## src/rtl/core/pdm_pkg.sv

```systemverilog
`timescale 1ns / 1ps

package pdm_pkg;

    // Default sizing
    localparam int MAX_INPUT_CHANNELS_DEF = 8;
    localparam int MAX_BLOCK_FRAMES_DEF   = 8192;
    localparam int COUNT_HW_MAX           = 32767;
    localparam int QUEUE_DEPTH            = 4;

    // Fixed field widths
    localparam int PADDR_W  = 4;
    localparam int PDATA_W  = 32;
    localparam int SAMPLE_W = 32;
    localparam int VALUE_W  = 17;
    localparam int LEVEL_W  = 36;
    localparam int MEAN_W   = 33;

    // Q2.15 limits
    localparam int Q_MAX_I = 65535;
    localparam int Q_MIN_I = -65536;

    // Sample format codes
    localparam logic [1:0] FMT_U8  = 2'd0;
    localparam logic [1:0] FMT_S16 = 2'd1;
    localparam logic [1:0] FMT_F32 = 2'd2;

    // Output channel codes for mono and stereo
    localparam logic [1:0] OUT_MONO   = 2'd1;
    localparam logic [1:0] OUT_STEREO = 2'd2;

    // Register indexes
    localparam logic [1:0] REG_FORMAT    = 2'd0;
    localparam logic [1:0] REG_INPUT_CH  = 2'd1;
    localparam logic [1:0] REG_OUTPUT_CH = 2'd2;

    localparam logic [3:0] INPUT_CH_RESET = 4'd2;

    // Configuration register set
    typedef struct packed {
        logic [1:0] sample_format;
        logic [3:0] input_channels;
        logic [1:0] output_channels;
    } cfg_t;

    // Control part of one queued frame record
    typedef struct packed {
        logic       frame_done;
        logic       last_in_block;
        logic       mono;
        logic [3:0] chans;
    } rec_ctl_t;

    // Back-end sequencer states
    typedef enum logic [3:0] {
        BK_IDLE,
        BK_DIV_L,
        BK_WAIT_L,
        BK_DIV_R,
        BK_WAIT_R,
        BK_FORM,
        BK_SQ_A,
        BK_ACC_A,
        BK_SQ_B,
        BK_ACC_B,
        BK_END,
        BK_DIV_E,
        BK_WAIT_E,
        BK_LEVEL,
        BK_EMIT
    } back_state_t;

    localparam int REC_CTL_W = $bits(rec_ctl_t);

    // Width of a signed frame sum for the given channel limit
    function automatic int sum_width(input int max_ch);
        return 18 + $clog2((max_ch + 1) / 2);
    endfunction

    // Largest number of values counted per block
    function automatic int block_cap(input int frames);
        return (2 * frames > COUNT_HW_MAX) ? COUNT_HW_MAX : 2 * frames;
    endfunction

    function automatic int count_width(input int frames);
        return $clog2(block_cap(frames) + 1);
    endfunction

    function automatic int energy_width(input int frames);
        return 32 + count_width(frames);
    endfunction

endpackage

```

## src/rtl/core/pdm_front.sv

```systemverilog
`timescale 1ns / 1ps

module pdm_front #(
    parameter int MAX_INPUT_CHANNELS = pdm_pkg::MAX_INPUT_CHANNELS_DEF,
    parameter int SUM_W              = pdm_pkg::sum_width(pdm_pkg::MAX_INPUT_CHANNELS_DEF)
) (
    input  logic                        clk,
    input  logic                        rst_n,
    input  pdm_pkg::cfg_t               cfg,
    input  logic [pdm_pkg::SAMPLE_W-1:0] sample_word,
    input  logic                        last_in_block,
    input  logic                        sample_valid,
    output logic                        sample_stall,
    input  logic                        q_full,
    output logic                        q_push,
    output pdm_pkg::rec_ctl_t           q_ctl,
    output logic signed [SUM_W-1:0]     q_left,
    output logic signed [SUM_W-1:0]     q_right
);
    import pdm_pkg::*;

    logic [3:0]              pos_reg, pos_next;
    logic signed [SUM_W-1:0] left_reg, left_next;
    logic signed [SUM_W-1:0] right_reg, right_next;

    logic [3:0]              chans;
    logic [3:0]              pos_inc;
    logic                    frame_done;
    logic                    accept;
    logic signed [VALUE_W-1:0] dec;
    logic signed [SUM_W-1:0] dec_ext;

    logic                    f_neg;
    logic [7:0]              f_exp;
    logic [22:0]             f_frac;
    logic [7:0]              f_sh8;
    logic [4:0]              f_sh;
    logic [24:0]             f_rnd;
    logic [24:0]             f_sum;
    logic [24:0]             f_mag;
    logic signed [VALUE_W-1:0] f_val;
    logic signed [VALUE_W-1:0] f_sat;

    localparam logic signed [VALUE_W-1:0] V_MAX = VALUE_W'(Q_MAX_I);
    localparam logic signed [VALUE_W-1:0] V_MIN = VALUE_W'(Q_MIN_I);

    // Clamp the channel count into the supported range
    always_comb
    begin
        if (cfg.input_channels == 4'd0)
        begin
            chans = 4'd1;
        end
        else if (int'(cfg.input_channels) > MAX_INPUT_CHANNELS)
        begin
            chans = 4'(MAX_INPUT_CHANNELS);
        end
        else
        begin
            chans = cfg.input_channels;
        end
    end

    // Round the float32 sample to Q2.15, ties away from zero
    always_comb
    begin
        f_neg  = sample_word[31];
        f_exp  = sample_word[30:23];
        f_frac = sample_word[22:0];
        f_sh8  = 8'd135 - f_exp;
        f_sh   = f_sh8[4:0];
        f_rnd  = 25'd1 << (f_sh - 5'd1);
        f_sum  = {2'b01, f_frac} + f_rnd;
        f_mag  = f_sum >> f_sh;
        f_sat  = f_neg ? V_MIN : V_MAX;
        if (f_exp == 8'hFF)
        begin
            f_val = (f_frac != 23'd0) ? '0 : f_sat;
        end
        else if (f_exp == 8'd0)
        begin
            f_val = '0;
        end
        else if (f_exp >= 8'd135)
        begin
            f_val = f_sat;
        end
        else if (f_sh8 >= 8'd25)
        begin
            f_val = '0;
        end
        else if (f_neg)
        begin
            f_val = (f_mag >= 25'd65536) ? V_MIN : (VALUE_W'(0) - {1'b0, f_mag[15:0]});
        end
        else
        begin
            f_val = (f_mag > 25'd65535) ? V_MAX : {1'b0, f_mag[15:0]};
        end
    end

    // Select the decoder by format
    always_comb
    begin
        case (cfg.sample_format)
            FMT_U8:  dec = {~sample_word[7], ~sample_word[7], sample_word[6:0], 8'd0};
            FMT_F32: dec = f_val;
            default: dec = {sample_word[15], sample_word[15:0]};
        endcase
    end

    assign dec_ext = {{(SUM_W - VALUE_W){dec[VALUE_W-1]}}, dec};

    // Accumulate the frame
    assign accept       = sample_valid && !q_full;
    assign sample_stall = q_full;
    assign pos_inc      = pos_reg + 4'd1;
    assign frame_done   = pos_inc >= chans;

    always_comb
    begin
        left_next  = left_reg;
        right_next = right_reg;
        if (chans == 4'd1)
        begin
            left_next  = dec_ext;
            right_next = dec_ext;
        end
        else if (!pos_reg[0])
        begin
            left_next = left_reg + dec_ext;
        end
        else
        begin
            right_next = right_reg + dec_ext;
        end
        pos_next = pos_inc;
    end

    // Hand finished frames and block ends to the queue
    assign q_push            = accept && (frame_done || last_in_block);
    assign q_ctl.frame_done  = frame_done;
    assign q_ctl.last_in_block = last_in_block;
    assign q_ctl.mono        = (cfg.output_channels == OUT_MONO);
    assign q_ctl.chans       = chans;
    assign q_left            = left_next;
    assign q_right           = right_next;

    // Advance or clear the frame state
    always_ff @(posedge clk or negedge rst_n)
    begin
        if (!rst_n)
        begin
            pos_reg   <= '0;
            left_reg  <= '0;
            right_reg <= '0;
        end
        else if (accept)
        begin
            if (frame_done || last_in_block)
            begin
                pos_reg   <= '0;
                left_reg  <= '0;
                right_reg <= '0;
            end
            else
            begin
                pos_reg   <= pos_next;
                left_reg  <= left_next;
                right_reg <= right_next;
            end
        end
    end

endmodule

```

## src/rtl/core/pdm_queue.sv

```systemverilog
`timescale 1ns / 1ps

module pdm_queue #(
    parameter int WIDTH = pdm_pkg::REC_CTL_W,
    parameter int DEPTH = pdm_pkg::QUEUE_DEPTH
) (
    input  logic             clk,
    input  logic             rst_n,
    input  logic             push,
    input  logic [WIDTH-1:0] push_data,
    input  logic             pop,
    output logic [WIDTH-1:0] pop_data,
    output logic             full,
    output logic             empty
);
    import pdm_pkg::*;

    localparam int PTR_W = (DEPTH > 1) ? $clog2(DEPTH) : 1;
    localparam int CNT_W = $clog2(DEPTH + 1);
    localparam logic [PTR_W-1:0] LAST_PTR = PTR_W'(DEPTH - 1);
    localparam logic [CNT_W-1:0] FULL_CNT = CNT_W'(DEPTH);

    logic [WIDTH-1:0] slot_reg [DEPTH];
    logic [PTR_W-1:0] wr_ptr_reg, wr_ptr_next;
    logic [PTR_W-1:0] rd_ptr_reg, rd_ptr_next;
    logic [CNT_W-1:0] cnt_reg, cnt_next;

    assign full     = (cnt_reg == FULL_CNT);
    assign empty    = (cnt_reg == '0);
    assign pop_data = slot_reg[rd_ptr_reg];

    // Advance pointers and fill count
    always_comb
    begin
        wr_ptr_next = wr_ptr_reg;
        rd_ptr_next = rd_ptr_reg;
        cnt_next    = cnt_reg;
        if (push)
        begin
            wr_ptr_next = (wr_ptr_reg == LAST_PTR) ? '0 : wr_ptr_reg + PTR_W'(1);
        end
        if (pop)
        begin
            rd_ptr_next = (rd_ptr_reg == LAST_PTR) ? '0 : rd_ptr_reg + PTR_W'(1);
        end
        if (push && !pop)
        begin
            cnt_next = cnt_reg + CNT_W'(1);
        end
        else if (pop && !push)
        begin
            cnt_next = cnt_reg - CNT_W'(1);
        end
    end

    always_ff @(posedge clk or negedge rst_n)
    begin
        if (!rst_n)
        begin
            wr_ptr_reg <= '0;
            rd_ptr_reg <= '0;
            cnt_reg    <= '0;
        end
        else
        begin
            wr_ptr_reg <= wr_ptr_next;
            rd_ptr_reg <= rd_ptr_next;
            cnt_reg    <= cnt_next;
        end
    end

    // Store the pushed record
    always_ff @(posedge clk)
    begin
        if (push)
        begin
            slot_reg[wr_ptr_reg] <= push_data;
        end
    end

endmodule

```

## src/rtl/core/pdm_div.sv

```systemverilog
`timescale 1ns / 1ps

module pdm_div #(
    parameter int DIV_W = 47,
    parameter int DVS_W = 15,
    parameter int TOP_W = $clog2(DIV_W)
) (
    input  logic             clk,
    input  logic             rst_n,
    input  logic             start,
    input  logic [DIV_W-1:0] dividend,
    input  logic [DVS_W-1:0] divisor,
    input  logic [TOP_W-1:0] top_bit,
    output logic             done,
    output logic [DIV_W-1:0] quotient
);
    import pdm_pkg::*;

    logic             busy_reg;
    logic             done_reg;
    logic [TOP_W-1:0] bit_reg;
    logic [DIV_W-1:0] dvd_reg;
    logic [DVS_W-1:0] dvs_reg;
    logic [DVS_W-1:0] rem_reg;
    logic [DIV_W-1:0] quo_reg;

    logic [DVS_W:0]   trial;
    logic [DVS_W:0]   diff;
    logic             fits;

    // One restoring step per cycle, most significant bit first
    assign trial = {rem_reg, dvd_reg[bit_reg]};
    assign diff  = trial - {1'b0, dvs_reg};
    assign fits  = trial >= {1'b0, dvs_reg};

    assign done     = done_reg;
    assign quotient = quo_reg;

    always_ff @(posedge clk or negedge rst_n)
    begin
        if (!rst_n)
        begin
            busy_reg <= 1'b0;
            done_reg <= 1'b0;
            bit_reg  <= '0;
        end
        else
        begin
            done_reg <= 1'b0;
            if (start)
            begin
                busy_reg <= 1'b1;
                bit_reg  <= top_bit;
            end
            else if (busy_reg)
            begin
                if (bit_reg == '0)
                begin
                    busy_reg <= 1'b0;
                    done_reg <= 1'b1;
                end
                else
                begin
                    bit_reg <= bit_reg - TOP_W'(1);
                end
            end
        end
    end

    // Operands and partial results
    always_ff @(posedge clk)
    begin
        if (start)
        begin
            dvd_reg <= dividend;
            dvs_reg <= divisor;
            rem_reg <= '0;
            quo_reg <= '0;
        end
        else if (busy_reg)
        begin
            rem_reg          <= fits ? diff[DVS_W-1:0] : trial[DVS_W-1:0];
            quo_reg[bit_reg] <= fits;
        end
    end

endmodule

```

## src/rtl/core/pdm_back.sv

```systemverilog
`timescale 1ns / 1ps

module pdm_back #(
    parameter int MAX_BLOCK_FRAMES = pdm_pkg::MAX_BLOCK_FRAMES_DEF,
    parameter int SUM_W            = pdm_pkg::sum_width(pdm_pkg::MAX_INPUT_CHANNELS_DEF)
) (
    input  logic                                clk,
    input  logic                                rst_n,
    input  logic                                q_empty,
    output logic                                q_pop,
    input  pdm_pkg::rec_ctl_t                   q_ctl,
    input  logic signed [SUM_W-1:0]             q_left,
    input  logic signed [SUM_W-1:0]             q_right,
    output logic                                result_valid,
    input  logic                                result_stall,
    output logic signed [pdm_pkg::VALUE_W-1:0]  left_value,
    output logic signed [pdm_pkg::VALUE_W-1:0]  right_value,
    output logic                                level_valid,
    output logic [pdm_pkg::LEVEL_W-1:0]         smoothed_level
);
    import pdm_pkg::*;

    localparam int CAP      = block_cap(MAX_BLOCK_FRAMES);
    localparam int COUNT_W  = count_width(MAX_BLOCK_FRAMES);
    localparam int ENERGY_W = energy_width(MAX_BLOCK_FRAMES);
    localparam int DVS_W    = (COUNT_W > 5) ? COUNT_W : 5;
    localparam int DIV_W    = (ENERGY_W > SUM_W + 2) ? ENERGY_W : SUM_W + 2;
    localparam int TOP_W    = $clog2(DIV_W);

    localparam logic [COUNT_W-1:0]      CAP_V  = COUNT_W'(CAP);
    localparam logic signed [SUM_W:0]   V_MAX  = (SUM_W + 1)'(Q_MAX_I);
    localparam logic signed [SUM_W:0]   V_MIN  = (SUM_W + 1)'(Q_MIN_I);
    localparam logic [TOP_W-1:0]        TOP_SCALE  = TOP_W'(SUM_W + 1);
    localparam logic [TOP_W-1:0]        TOP_ENERGY = TOP_W'(ENERGY_W - 1);

    back_state_t               state_reg, state_next;
    rec_ctl_t                  ctl_reg;
    logic signed [SUM_W-1:0]   l_reg;
    logic signed [SUM_W-1:0]   r_reg;
    logic signed [VALUE_W-1:0] lo_reg;
    logic signed [VALUE_W-1:0] ro_reg;
    logic [32:0]               sq_reg;
    logic [ENERGY_W-1:0]       energy_reg;
    logic [COUNT_W-1:0]        count_reg;
    logic [MEAN_W-1:0]         mean_reg;
    logic [LEVEL_W-1:0]        level_reg;
    logic                      upd_reg;

    logic                      out_valid_reg;
    logic signed [VALUE_W-1:0] out_left_reg;
    logic signed [VALUE_W-1:0] out_right_reg;
    logic                      out_upd_reg;
    logic [LEVEL_W-1:0]        out_level_reg;

    logic                      div_start;
    logic [DIV_W-1:0]          div_dividend;
    logic [DVS_W-1:0]          div_divisor;
    logic [TOP_W-1:0]          div_top;
    logic                      div_done;
    logic [DIV_W-1:0]          div_quo;

    logic [SUM_W-1:0]          l_mag;
    logic [SUM_W-1:0]          r_mag;
    logic [SUM_W+1:0]          l_dvd;
    logic [SUM_W+1:0]          r_dvd;
    logic signed [SUM_W-1:0]   quo_s;
    logic signed [SUM_W:0]     l_ext;
    logic signed [SUM_W:0]     r_ext;
    logic signed [SUM_W:0]     mix;
    logic [SUM_W:0]            mix_mag;
    logic [SUM_W:0]            half_mag;
    logic signed [SUM_W:0]     halved;
    logic signed [33:0]        sq_a;
    logic signed [33:0]        sq_b;
    logic [38:0]               lvl_sum;
    logic [36:0]               lvl_new;
    logic                      can_count;
    logic                      out_free;

    function automatic logic signed [VALUE_W-1:0] sat_v(input logic signed [SUM_W:0] v);
        if (v > V_MAX)
        begin
            return VALUE_W'(Q_MAX_I);
        end
        else if (v < V_MIN)
        begin
            return VALUE_W'(Q_MIN_I);
        end
        return v[VALUE_W-1:0];
    endfunction

    // Shared divider for channel scaling and the block mean
    pdm_div #(
        .DIV_W (DIV_W),
        .DVS_W (DVS_W),
        .TOP_W (TOP_W)
    ) u_div (
        .clk      (clk),
        .rst_n    (rst_n),
        .start    (div_start),
        .dividend (div_dividend),
        .divisor  (div_divisor),
        .top_bit  (div_top),
        .done     (div_done),
        .quotient (div_quo)
    );

    // Datapath terms
    assign l_mag    = l_reg[SUM_W-1] ? SUM_W'(-l_reg) : SUM_W'(l_reg);
    assign r_mag    = r_reg[SUM_W-1] ? SUM_W'(-r_reg) : SUM_W'(r_reg);
    assign l_dvd    = {l_mag, 2'b00} + (SUM_W + 2)'(ctl_reg.chans);
    assign r_dvd    = {r_mag, 2'b00} + (SUM_W + 2)'(ctl_reg.chans);
    assign quo_s    = div_quo[SUM_W-1:0];
    assign l_ext    = {l_reg[SUM_W-1], l_reg};
    assign r_ext    = {r_reg[SUM_W-1], r_reg};
    assign mix      = l_ext + r_ext;
    assign mix_mag  = mix[SUM_W] ? (SUM_W + 1)'(-mix) : (SUM_W + 1)'(mix);
    assign half_mag = (mix_mag + (SUM_W + 1)'(1)) >> 1;
    assign halved   = mix[SUM_W] ? -signed'(half_mag) : signed'(half_mag);
    assign sq_a     = lo_reg * lo_reg;
    assign sq_b     = ro_reg * ro_reg;
    assign lvl_sum  = {2'b00, level_reg, 1'b0} + {3'b000, level_reg}
                    + {6'd0, mean_reg};
    assign lvl_new  = lvl_sum[38:2];
    assign can_count = count_reg < CAP_V;
    assign out_free = !out_valid_reg || !result_stall;

    // Next state
    always_comb
    begin
        state_next = state_reg;
        case (state_reg)
            BK_IDLE:
            begin
                if (!q_empty)
                begin
                    if (!q_ctl.frame_done)
                    begin
                        state_next = BK_END;
                    end
                    else if (q_ctl.chans > 4'd2)
                    begin
                        state_next = BK_DIV_L;
                    end
                    else
                    begin
                        state_next = BK_FORM;
                    end
                end
            end
            BK_DIV_L:  state_next = BK_WAIT_L;
            BK_WAIT_L: state_next = div_done ? BK_DIV_R : BK_WAIT_L;
            BK_DIV_R:  state_next = BK_WAIT_R;
            BK_WAIT_R: state_next = div_done ? BK_FORM : BK_WAIT_R;
            BK_FORM:   state_next = BK_SQ_A;
            BK_SQ_A:   state_next = BK_ACC_A;
            BK_ACC_A:  state_next = ctl_reg.mono ? BK_END : BK_SQ_B;
            BK_SQ_B:   state_next = BK_ACC_B;
            BK_ACC_B:  state_next = BK_END;
            BK_END:
            begin
                if (!ctl_reg.last_in_block)
                begin
                    state_next = BK_EMIT;
                end
                else if (count_reg != '0)
                begin
                    state_next = BK_DIV_E;
                end
                else if (ctl_reg.frame_done)
                begin
                    state_next = BK_EMIT;
                end
                else
                begin
                    state_next = BK_IDLE;
                end
            end
            BK_DIV_E:  state_next = BK_WAIT_E;
            BK_WAIT_E: state_next = div_done ? BK_LEVEL : BK_WAIT_E;
            BK_LEVEL:  state_next = BK_EMIT;
            BK_EMIT:   state_next = out_free ? BK_IDLE : BK_EMIT;
            default:   state_next = BK_IDLE;
        endcase
    end

    // Sequencer outputs
    always_comb
    begin
        q_pop        = 1'b0;
        div_start    = 1'b0;
        div_dividend = DIV_W'(l_dvd);
        div_divisor  = DVS_W'({ctl_reg.chans, 1'b0});
        div_top      = TOP_SCALE;
        case (state_reg)
            BK_IDLE:  q_pop = !q_empty;
            BK_DIV_L: div_start = 1'b1;
            BK_DIV_R:
            begin
                div_start    = 1'b1;
                div_dividend = DIV_W'(r_dvd);
            end
            BK_DIV_E:
            begin
                div_start    = 1'b1;
                div_dividend = DIV_W'(energy_reg);
                div_divisor  = DVS_W'(count_reg);
                div_top      = TOP_ENERGY;
            end
            default:
            begin
                q_pop = 1'b0;
            end
        endcase
    end

    // Sequencer state
    always_ff @(posedge clk or negedge rst_n)
    begin
        if (!rst_n)
        begin
            state_reg <= BK_IDLE;
        end
        else
        begin
            state_reg <= state_next;
        end
    end

    // Block energy, count and level
    always_ff @(posedge clk or negedge rst_n)
    begin
        if (!rst_n)
        begin
            energy_reg <= '0;
            count_reg  <= '0;
            level_reg  <= '0;
        end
        else
        begin
            case (state_reg)
                BK_ACC_A, BK_ACC_B:
                begin
                    if (can_count)
                    begin
                        energy_reg <= energy_reg + ENERGY_W'(sq_reg);
                        count_reg  <= count_reg + COUNT_W'(1);
                    end
                end
                BK_LEVEL:
                begin
                    level_reg  <= lvl_new[36] ? '1 : lvl_new[LEVEL_W-1:0];
                    energy_reg <= '0;
                    count_reg  <= '0;
                end
                default:
                begin
                    energy_reg <= energy_reg;
                end
            endcase
        end
    end

    // Working values of the current record
    always_ff @(posedge clk)
    begin
        case (state_reg)
            BK_IDLE:
            begin
                if (!q_empty)
                begin
                    ctl_reg <= q_ctl;
                    l_reg   <= q_left;
                    r_reg   <= q_right;
                    lo_reg  <= '0;
                    ro_reg  <= '0;
                    upd_reg <= 1'b0;
                end
            end
            BK_WAIT_L:
            begin
                if (div_done)
                begin
                    l_reg <= l_reg[SUM_W-1] ? -quo_s : quo_s;
                end
            end
            BK_WAIT_R:
            begin
                if (div_done)
                begin
                    r_reg <= r_reg[SUM_W-1] ? -quo_s : quo_s;
                end
            end
            BK_FORM:
            begin
                if (ctl_reg.mono)
                begin
                    lo_reg <= (ctl_reg.chans == 4'd1) ? sat_v(l_ext) : sat_v(halved);
                    ro_reg <= '0;
                end
                else
                begin
                    lo_reg <= sat_v(l_ext);
                    ro_reg <= sat_v(r_ext);
                end
            end
            BK_SQ_A:   sq_reg <= sq_a[32:0];
            BK_SQ_B:   sq_reg <= sq_b[32:0];
            BK_WAIT_E:
            begin
                if (div_done)
                begin
                    mean_reg <= div_quo[MEAN_W-1:0];
                end
            end
            BK_LEVEL:  upd_reg <= 1'b1;
            default:
            begin
                upd_reg <= upd_reg;
            end
        endcase
    end

    // Output register: load a finished result, drop it when transferred
    always_ff @(posedge clk or negedge rst_n)
    begin
        if (!rst_n)
        begin
            out_valid_reg <= 1'b0;
            out_upd_reg   <= 1'b0;
            out_level_reg <= '0;
        end
        else if (state_reg == BK_EMIT && out_free)
        begin
            out_valid_reg <= 1'b1;
            out_upd_reg   <= upd_reg;
            out_level_reg <= level_reg;
        end
        else if (out_valid_reg && !result_stall)
        begin
            out_valid_reg <= 1'b0;
        end
    end

    always_ff @(posedge clk)
    begin
        if (state_reg == BK_EMIT && out_free)
        begin
            out_left_reg  <= lo_reg;
            out_right_reg <= ro_reg;
        end
    end

    assign result_valid   = out_valid_reg;
    assign left_value     = out_left_reg;
    assign right_value    = out_right_reg;
    assign level_valid    = out_upd_reg;
    assign smoothed_level = out_level_reg;

endmodule

```

## src/rtl/core/pcm_downmix_level_meter.sv

```systemverilog
`timescale 1ns / 1ps

// Front end takes one sample per cycle while the record queue has room.
// Back end handles one record at a time: it scales both sums on the shared divider
// when more than two channels are summed, then forms, squares and accumulates the
// output values (the left one only for mono); a block end adds a division of energy
// by count and a level update, skipped when nothing was counted. The back sequencer
// and its shared bit-serial divider set the sustained rate.
// Asynchronous active-low reset clears frame sums, energy, count and level, and loads
// the default configuration.
module pcm_downmix_level_meter #(
    parameter int MAX_INPUT_CHANNELS = pdm_pkg::MAX_INPUT_CHANNELS_DEF,
    parameter int MAX_BLOCK_FRAMES   = pdm_pkg::MAX_BLOCK_FRAMES_DEF
) (
    input  logic                                clk,
    input  logic                                rst_n,
    input  logic                                psel,
    input  logic                                penable,
    input  logic                                pwrite,
    input  logic [pdm_pkg::PADDR_W-1:0]         paddr,
    input  logic [pdm_pkg::PDATA_W-1:0]         pwdata,
    output logic [pdm_pkg::PDATA_W-1:0]         prdata,
    output logic                                pready,
    input  logic [pdm_pkg::SAMPLE_W-1:0]        sample_word,
    input  logic                                last_in_block,
    input  logic                                sample_valid,
    output logic                                sample_stall,
    output logic signed [pdm_pkg::VALUE_W-1:0]  left_value,
    output logic signed [pdm_pkg::VALUE_W-1:0]  right_value,
    output logic                                level_valid,
    output logic [pdm_pkg::LEVEL_W-1:0]         smoothed_level,
    output logic                                result_valid,
    input  logic                                result_stall
);
    import pdm_pkg::*;

    localparam int SUM_W = sum_width(MAX_INPUT_CHANNELS);
    localparam int REC_W = REC_CTL_W + 2 * SUM_W;

    cfg_t                    cfg_reg;
    logic                    cfg_write;
    logic [1:0]              cfg_index;

    logic                    q_push;
    logic                    q_pop;
    logic                    q_full;
    logic                    q_empty;
    rec_ctl_t                push_ctl;
    logic signed [SUM_W-1:0] push_left;
    logic signed [SUM_W-1:0] push_right;
    logic [REC_W-1:0]        push_rec;
    logic [REC_W-1:0]        pop_rec;
    rec_ctl_t                pop_ctl;
    logic signed [SUM_W-1:0] pop_left;
    logic signed [SUM_W-1:0] pop_right;

    // Configuration port
    assign pready    = 1'b1;
    assign cfg_write = psel && penable && pwrite && pready;
    assign cfg_index = paddr[3:2];

    always_ff @(posedge clk or negedge rst_n)
    begin
        if (!rst_n)
        begin
            cfg_reg.sample_format   <= FMT_S16;
            cfg_reg.input_channels  <= INPUT_CH_RESET;
            cfg_reg.output_channels <= OUT_STEREO;
        end
        else if (cfg_write)
        begin
            case (cfg_index)
                REG_FORMAT:    cfg_reg.sample_format   <= pwdata[1:0];
                REG_INPUT_CH:  cfg_reg.input_channels  <= pwdata[3:0];
                REG_OUTPUT_CH: cfg_reg.output_channels <= pwdata[1:0];
                default:       cfg_reg <= cfg_reg;
            endcase
        end
    end

    always_comb
    begin
        case (cfg_index)
            REG_FORMAT:    prdata = PDATA_W'(cfg_reg.sample_format);
            REG_INPUT_CH:  prdata = PDATA_W'(cfg_reg.input_channels);
            REG_OUTPUT_CH: prdata = PDATA_W'(cfg_reg.output_channels);
            default:       prdata = '0;
        endcase
    end

    // Decode and frame accumulation
    pdm_front #(
        .MAX_INPUT_CHANNELS (MAX_INPUT_CHANNELS),
        .SUM_W              (SUM_W)
    ) u_front (
        .clk           (clk),
        .rst_n         (rst_n),
        .cfg           (cfg_reg),
        .sample_word   (sample_word),
        .last_in_block (last_in_block),
        .sample_valid  (sample_valid),
        .sample_stall  (sample_stall),
        .q_full        (q_full),
        .q_push        (q_push),
        .q_ctl         (push_ctl),
        .q_left        (push_left),
        .q_right       (push_right)
    );

    // Frame records between front and back
    assign push_rec = {push_ctl, push_left, push_right};

    pdm_queue #(
        .WIDTH (REC_W),
        .DEPTH (QUEUE_DEPTH)
    ) u_queue (
        .clk       (clk),
        .rst_n     (rst_n),
        .push      (q_push),
        .push_data (push_rec),
        .pop       (q_pop),
        .pop_data  (pop_rec),
        .full      (q_full),
        .empty     (q_empty)
    );

    assign pop_ctl   = pop_rec[REC_W-1 -: REC_CTL_W];
    assign pop_left  = pop_rec[2*SUM_W-1 -: SUM_W];
    assign pop_right = pop_rec[SUM_W-1:0];

    // Scaling, energy and level sequencer
    pdm_back #(
        .MAX_BLOCK_FRAMES (MAX_BLOCK_FRAMES),
        .SUM_W            (SUM_W)
    ) u_back (
        .clk            (clk),
        .rst_n          (rst_n),
        .q_empty        (q_empty),
        .q_pop          (q_pop),
        .q_ctl          (pop_ctl),
        .q_left         (pop_left),
        .q_right        (pop_right),
        .result_valid   (result_valid),
        .result_stall   (result_stall),
        .left_value     (left_value),
        .right_value    (right_value),
        .level_valid    (level_valid),
        .smoothed_level (smoothed_level)
    );

    // Queue never reports full and empty together
    a_queue_state: assert property (@(posedge clk) disable iff (!rst_n)
        !(q_full && q_empty))
        else $error("record queue full and empty at once");

    // A record enters the queue only with an accepted sample
    a_push_on_accept: assert property (@(posedge clk) disable iff (!rst_n)
        q_push |-> (sample_valid && !sample_stall))
        else $error("queue push without a sample transfer");

    // A result without a level update repeats the level last shown
    a_level_hold: assert property (@(posedge clk) disable iff (!rst_n)
        (result_valid && !level_valid) |-> (smoothed_level == $past(smoothed_level)))
        else $error("level changed on a result without update");

endmodule
```

## config.mk

```make
export PLATFORM = sky130hd
export DESIGN_NAME = pcm_downmix_level_meter
export DESIGN_NICKNAME = d
export VERILOG_FILES = /design/src/rtl/core/pdm_pkg.sv /design/src/rtl/core/pdm_front.sv /design/src/rtl/core/pdm_queue.sv /design/src/rtl/core/pdm_div.sv /design/src/rtl/core/pdm_back.sv /design/src/rtl/core/pcm_downmix_level_meter.sv
export SDC_FILE = /design/constraint.sdc
export NUM_CORES = 2
export LEC_CHECK = 0
export BUFFER_PORTS_ARGS = -buffer_cell sky130_fd_sc_hd__buf_2
export CAP_MARGIN = 20
export CORE_MARGIN = 1
export CORE_UTILIZATION = 59
export CTS_CLUSTER_DIAMETER = 60
export CTS_CLUSTER_SIZE = 24
export DETAILED_ROUTE_END_ITERATION = 8
export PLACE_DENSITY = 0.77
export SLEW_MARGIN = 20
export SYNTH_ARGS = -nofsm -noshare
export SYNTH_HDL_FRONTEND = slang
export SYNTH_SLANG_ARGS = --single-unit
```

## constraint.sdc

```tcl
create_clock -name clk -period 6.5 [get_ports clk]
set_clock_uncertainty 0.15 [all_clocks]
set_input_delay 1.625 -clock clk [delete_from_list [all_inputs] [get_ports clk]]
set_output_delay 1.625 -clock clk [all_outputs]
set_load 0.02 [all_outputs]
```

======== Word-level counts from Yosys, hierarchy flattened ========
Memories as Yosys holds them, arrays and structs flattened.
Cells that the tools add are included.
storage, ports and cells
  register bits after elaboration ......... 513
  memory bits (writable) .................. 188
  input bits .............................. 76
  logic and storage cells ................. 274
  memories kept ........................... 1
memories
  name              depth  bits a word  rd ports  clocked after Yosys merged registers in  wr ports  RTL line         text
  u_queue.slot_reg  4      47           1         0                                        1         pdm_queue.sv:23  logic [WIDTH-1:0] slot_reg [DEPTH];
cells by class
  add/sub/neg operators ................... 26
  multiply operators ...................... 2
  order comparisons ....................... 17
  eq/ne operators ......................... 29
  shifts and indexed selects .............. 2
  muxes and demuxes ....................... 110
  bitwise operators ....................... 2
  reduce and logical (&&, ||, !) cells .... 48
operators by type and width
  kind                                                                                number
  17-bit 2-to-1 mux                                                                   22
  20-bit 2-to-1 mux                                                                   14
  47-bit one-hot mux with 2 select lines                                              2
  17-bit one-hot mux with 2 select lines                                              3
  20-bit one-hot mux with 2 select lines                                              2
  17-bit by 17-bit multiplier with 33-bit output                                      2
  33-bit one-hot mux with 2 select lines                                              1
  20-bit negator                                                                      3
  4-bit one-hot mux with 15 select lines                                              1
  47-bit by 33-bit adder with 47-bit output                                           1
  47-bit bitwise mux                                                                  1
  47-bit 2-to-1 mux                                                                   1
  22-bit by 4-bit adder with 22-bit output                                            2
  21-bit 2-to-1 mux                                                                   2
  20-bit by 17-bit adder with 20-bit output                                           2
  20-bit by 17-bit greater-than comparator with 1-bit output (second input constant)  2
  20-bit by 17-bit less-than comparator with 1-bit output (second input constant)     2
  39-bit by 33-bit adder with 39-bit output                                           1
  37-bit by 36-bit adder with 38-bit output                                           1
  36-bit 2-to-1 mux                                                                   1
  4-bit 2-to-1 mux                                                                    9
  1-bit 2-to-1 mux                                                                    32
  15-bit 2-to-1 mux                                                                   2
  15-bit one-hot mux with 2 select lines                                              1
  other kinds (65)                                                                    126

======== Longest topological paths before layout ========
  depth in word-level cells ............... 17
  depth in mapped cells ................... 46

======== Hierarchy ========
From an unflattened synthesis, not the netlist that was laid out.
unflattened totals
  cell total of the unflattened synthesis .. 6641
  area total of the unflattened synthesis .. 64484.3 µm²
modules (own cells, without submodules)
  module                   times used  cells each  area each (µm²)  seq. area each (µm²)
  pdm_back                 1           4295        40616.5          8938.6
  pdm_front                1           1410        9865.7           1101.1
  pdm_queue                1           283         7219.4           5820.6
  pdm_div                  1           592         6165.9           3303.2
  pcm_downmix_level_meter  1           61          616.8            203.9

======== Worst setup path before layout ========
No wires, ideal clock.
  path type ............................... in2reg
  from .................................... in sample_word[26] (netlist bit)
  to ...................................... mem u_queue.slot_reg[0][38] (netlist bit) (data pin)
  library setup time ...................... 167 ps
  arrival ................................. 10065 ps
  data required time ...................... 6183 ps
  slack ................................... -3881 ps
  stages .................................. 42
  cells stage by stage .................... clkbuf_1 > inv_1 > clkbuf_1 > buf_1 > ha_1 > clkbuf_1 > nor2_1 > nand2_1 > nor2_1 > ha_1 > o21ai_0 > o21a_1 > o21a_1 > o31ai_2 > a31oi_1 > xnor2_1 > inv_1 > mux4_2 > [6 not listed] > o41ai_1 > a21oi_1 > o31ai_1 > ha_1 > a21boi_0 > o21ai_0 > a21boi_0 > o21ai_0 > nand2b_1 > a21o_1 > a21o_1 > a21o_1 > a31o_2 > a41o_1 > o41a_1 > xnor2_1 > o21a_1 > nor2_1
on the way
  word-level cells in the longest chain between the ends .. 16
RTL lines
  element                                                                             RTL line                          text
  start: declaration                                                                  pcm_downmix_level_meter.sv:24     input logic [pdm_pkg::SAMPLE_W-1:0] sample_word,
  8-bit subtractor                                                                    pdm_front.sv:70                   f_sh8 = 8'd135 - f_exp;
  5-bit by 1-bit subtractor with 5-bit output                                         pdm_front.sv:72                   f_rnd = 25'd1 << (f_sh - 5'd1);
  1-bit by 5-bit << shifter with 25-bit output                                        pdm_front.sv:72
  24-bit by 25-bit adder with 25-bit output                                           pdm_front.sv:73                   f_sum = {2'b01, f_frac} + f_rnd;
  25-bit by 5-bit right shift with 25-bit output                                      pdm_front.sv:74                   f_mag = f_sum >> f_sh;
  25-bit by 16-bit greater-than comparator with 1-bit output (tied with other cells)  pdm_front.sv:98                   f_val = (f_mag > 25'd65535) ? V_MAX : {1'b0, f_mag[15:0]};
  16-bit 2-to-1 mux / 17-bit 2-to-1 mux (equally long branches)                       pdm_front.sv:98, pdm_front.sv:94
  17-bit 2-to-1 mux                                                                   pdm_front.sv:92                   else if (f_neg)
  17-bit 2-to-1 mux                                                                   pdm_front.sv:88                   else if (f_sh8 >= 8'd25)
  17-bit 2-to-1 mux                                                                   pdm_front.sv:84                   else if (f_exp >= 8'd135)
  17-bit 2-to-1 mux                                                                   pdm_front.sv:80                   else if (f_exp == 8'd0)
  17-bit 2-to-1 mux *                                                                 pdm_front.sv:76                   if (f_exp == 8'hFF)
  17-bit one-hot mux with 2 select lines *                                            pdm_front.sv:105                  case (cfg.sample_format)
  20-bit by 17-bit adder with 20-bit output                                           pdm_front.sv:131                  left_next = left_reg + dec_ext;
  20-bit 2-to-1 mux                                                                   pdm_front.sv:129                  else if (!pos_reg[0])
  20-bit 2-to-1 mux *                                                                 pdm_front.sv:124                  if (chans == 4'd1)
  net push_left[18]                                                                   pcm_downmix_level_meter.sv:49     logic signed [SUM_W-1:0] push_left;
  end: declaration                                                                    pdm_queue.sv:23
Mark *: on every way through the listed nets, which the timed path passes. The rest lies on a longest branch.

======== Worst setup path after layout ========
  from .................................... in sample_word[26] (netlist bit)
  to ...................................... mem u_queue.slot_reg[3][38] (netlist bit) (data pin)
The elaborated chain is that of the path after synthesis.

==> results.json <==
{
  "final_common_cell": "buf_4",
  "cts_buffer_depth": 3,
  "syn-cell-area_mm2": 0.0632,
  "muxShareOfSynthArea_pct": 3.58,
  "syn2layout_area_growth_pct": 22.5,
  "dieWidth_um": 329,
  "portBuffers": 122,
  "status": "finished, violations left",
  "slew_violations": 0,
  "antenna_found_initial": 0,
  "num_rows": 119,
  "hpwl_mm": 137,
  "start_util_pct": 59.8,
  "period_share_pct": 136,
  "start_kind": "primary input",
  "synth_top_area_share_pct": 20.5,
  "via_count": 54300,
  "gr-total-overflow": 0,
  "synth.area.top_cells": "edfxtp_1 (20%), fa_1 (17%), dfrtp_1 (8.1%)",
  "final.min_clock_period_ns": 8.86,
  "syn_area_per_cell_um2": 9.56,
  "synth-seq-cells": 686,
  "final_core_util_pct": 73.3,
  "clk_pin_slew_ns": 0.09,
  "yosys_warnings": 0,
  "required_ns": 6.80,
  "crit_fanout": 4,
  "cts_buffers": 70,
  "hp-class": "reg -> reg",
  "crit_slowest_cell": "fa_2",
  "async_flop_share_pct": 30.2,
  "synthAdderAreaFrac_pct": 24.7,
  "drive_gt1_share_pct": 24.2,
  "grt_usage_pct": 33.4,
  "worst_pin_slew_ns": 1.22,
  "rsz0062_at_grt": "true",
  "yosys.area_share.simple_pct": 15.8,
  "postSynthCellCount": 6616,
  "grt_pass1_vias": 53700,
  "yosysTopAreaCell": "edfxtp_1",
  "violations": "design-rule violations, negative setup slack",
  "clock-sinks": 686,
  "synth_edf_count": 431,
  "firstDrtPassIters": 7,
  "cap_violations": 0,
  "cts_tree": "yes",
  "setup_violations": 203,
  "die-height_um": 329,
  "cp.arrival_ns": 9.17,
  "synth_top_family_by_area": "adder cells",
  "grt_max_degree": 89,
  "grt_pass1_wl_mm": 286,
  "root_buffer": "clkbuf_16",
  "gp_congestion": 0.955,
  "hold_viol_final": 0,
  "nNetsFinal": 8511,
  "num_io_pins": 182,
  "wl_per_cell_um": 20.9,
  "place_area_mm2": 0.0715,
  "max_stage_delay_ns": 0.37,
  "wirelength_mm": 188,
  "viasPerCell": 6.06,
  "htreeDepth": 3,
  "dp_slack_ns": -3.45,
  "synth_xor_area_share_pct": 5.35,
  "slew-limit-headroom_pct": 18.8,
  "clock.fmax_mhz": 113,
  "fin_area_mm2": 0.0774,
  "path_class": "in -> reg",
  "cts_hold_buf": 0,
  "most-common-layout-cells": "buf_4 (901), nand2_1 (680), inv_1 (660), fa_1 (519), nor2_1 (469)",
  "drt_iter0_drc": 4592,
  "synth_flop_cell": "edfxtp_1",
  "dieArea_mm2": 0.108,
  "synth-compound-area-share_pct": 14.3,
  "ys_seq_area_share_pct": 30.2,
  "ys_types": 118,
  "largest_register_ff_count": 188,
  "endpoint_kind": "register",
  "ant_nets": 0,
  "drc": 1,
  "critPathMostFrequentCell": "a21o_1",
  "finalWorstSetupSlack_ns": -2.36,
  "coreArea_mm2": 0.106,
  "clk_latency_ns": 0.70,
  "n_antenna_cell": 0
}
-- cell usage after synthesis, types with 60 or more instances --
cell type and number:
ha_1 386, nor3_1 167, and2_1 209, xor2_1 163, mux4_2 61, edfxtp_1 431, a21oi_1 359, inv_1 686
a211oi_1 67, fa_1 538, nor2_1 516, xnor2_1 214, a31oi_1 70, nand3_1 133, o21ai_0 303, or3_1 60
clkbuf_1 232, dfrtp_1 204, a21o_1 90, mux2i_1 61, o21a_1 66, nand2b_1 65, nand2_1 704
-- metrics by stage --
step / setup TNS [ns] / instances / hold WS (ns)
floorplan: -360.30 / 6643 / 0.258
global placement: -471.65 / 8707 / 0.264
detailed placement: -491.04 / 8707 / 0.270
CTS: -268.77 / 8890 / 0.292
global route: -351.93 / 8960 / 0.300
finish: -300.33 / 8960 / 0.294
-- critical path: cells and delay by family --
kind                     cells  cell delay [ns]
AO/OA/AOI/OAI               23             4.58
XOR/XNOR                     1             0.17
adder cells (fa/ha/maj)      5             1.36
buffers and inverters        7             0.62
multiplexers                 2             0.41
AND/OR/NAND/NOR              5             0.38
-- layout make-up --
type	count	area [µm²]
clock inverters	59	883
clock buffers	71	1760
fillers	7266	28300
flip-flops and latches	686	19100
repair buffers	1096	8450
multi-input cells	4964	42900
inverters	693	2630
well taps	1391	1740
-- layer usage --
metal	track usage, %	part of all wire, %	up-vias
met3	5.32	7.9	550
met1	43.4	39	26700
met4	14.6	4.9	0
met2	55.6	48	2417
li1	-	-	24600
met5	0	0	-
-- logic make-up after synthesis --
family | after synthesis
other | 2
flip-flops | 686
adder cells (fa/ha/maj) | 924
AND/OR/NAND/NOR | 2115
multiplexers | 147
XOR/XNOR | 381
AO/OA/AOI/OAI | 1367
buffers and inverters | 994
-- worst paths after layout --
check / depth (start not counted) / end / startpoint / slack (ns)
max in group asynchronous: 2 / u_back.level_reg[23] / rst_n / 4.15
worst min-delay path: 0 / u_back.mean_reg[22] / u_back.u_div.quotient[22] / 0.29
worst max register to register: 23 / u_back.sq_reg[32] / u_back.ro_reg[2] / -0.62
worst max-delay path: 43 / u_queue.slot_reg[3][38] / sample_word[26] / -2.36
worst min register to register: 0 / u_back.mean_reg[22] / u_back.u_div.quotient[22] / 0.29
min in group asynchronous: 1 / u_front.right_reg[6] / rst_n / 0.74
-- timing repair --
action	4_1_cts	5_1_grt
buffers inserted	61	84
cloned	0	3
resized for setup	227	339
pin swaps	109	196
setup endpoints to repair	222	266
Power is left out: the tool's default activity adds up to more than one toggle a clock period on the data nets, which glitch-free logic cannot reach.
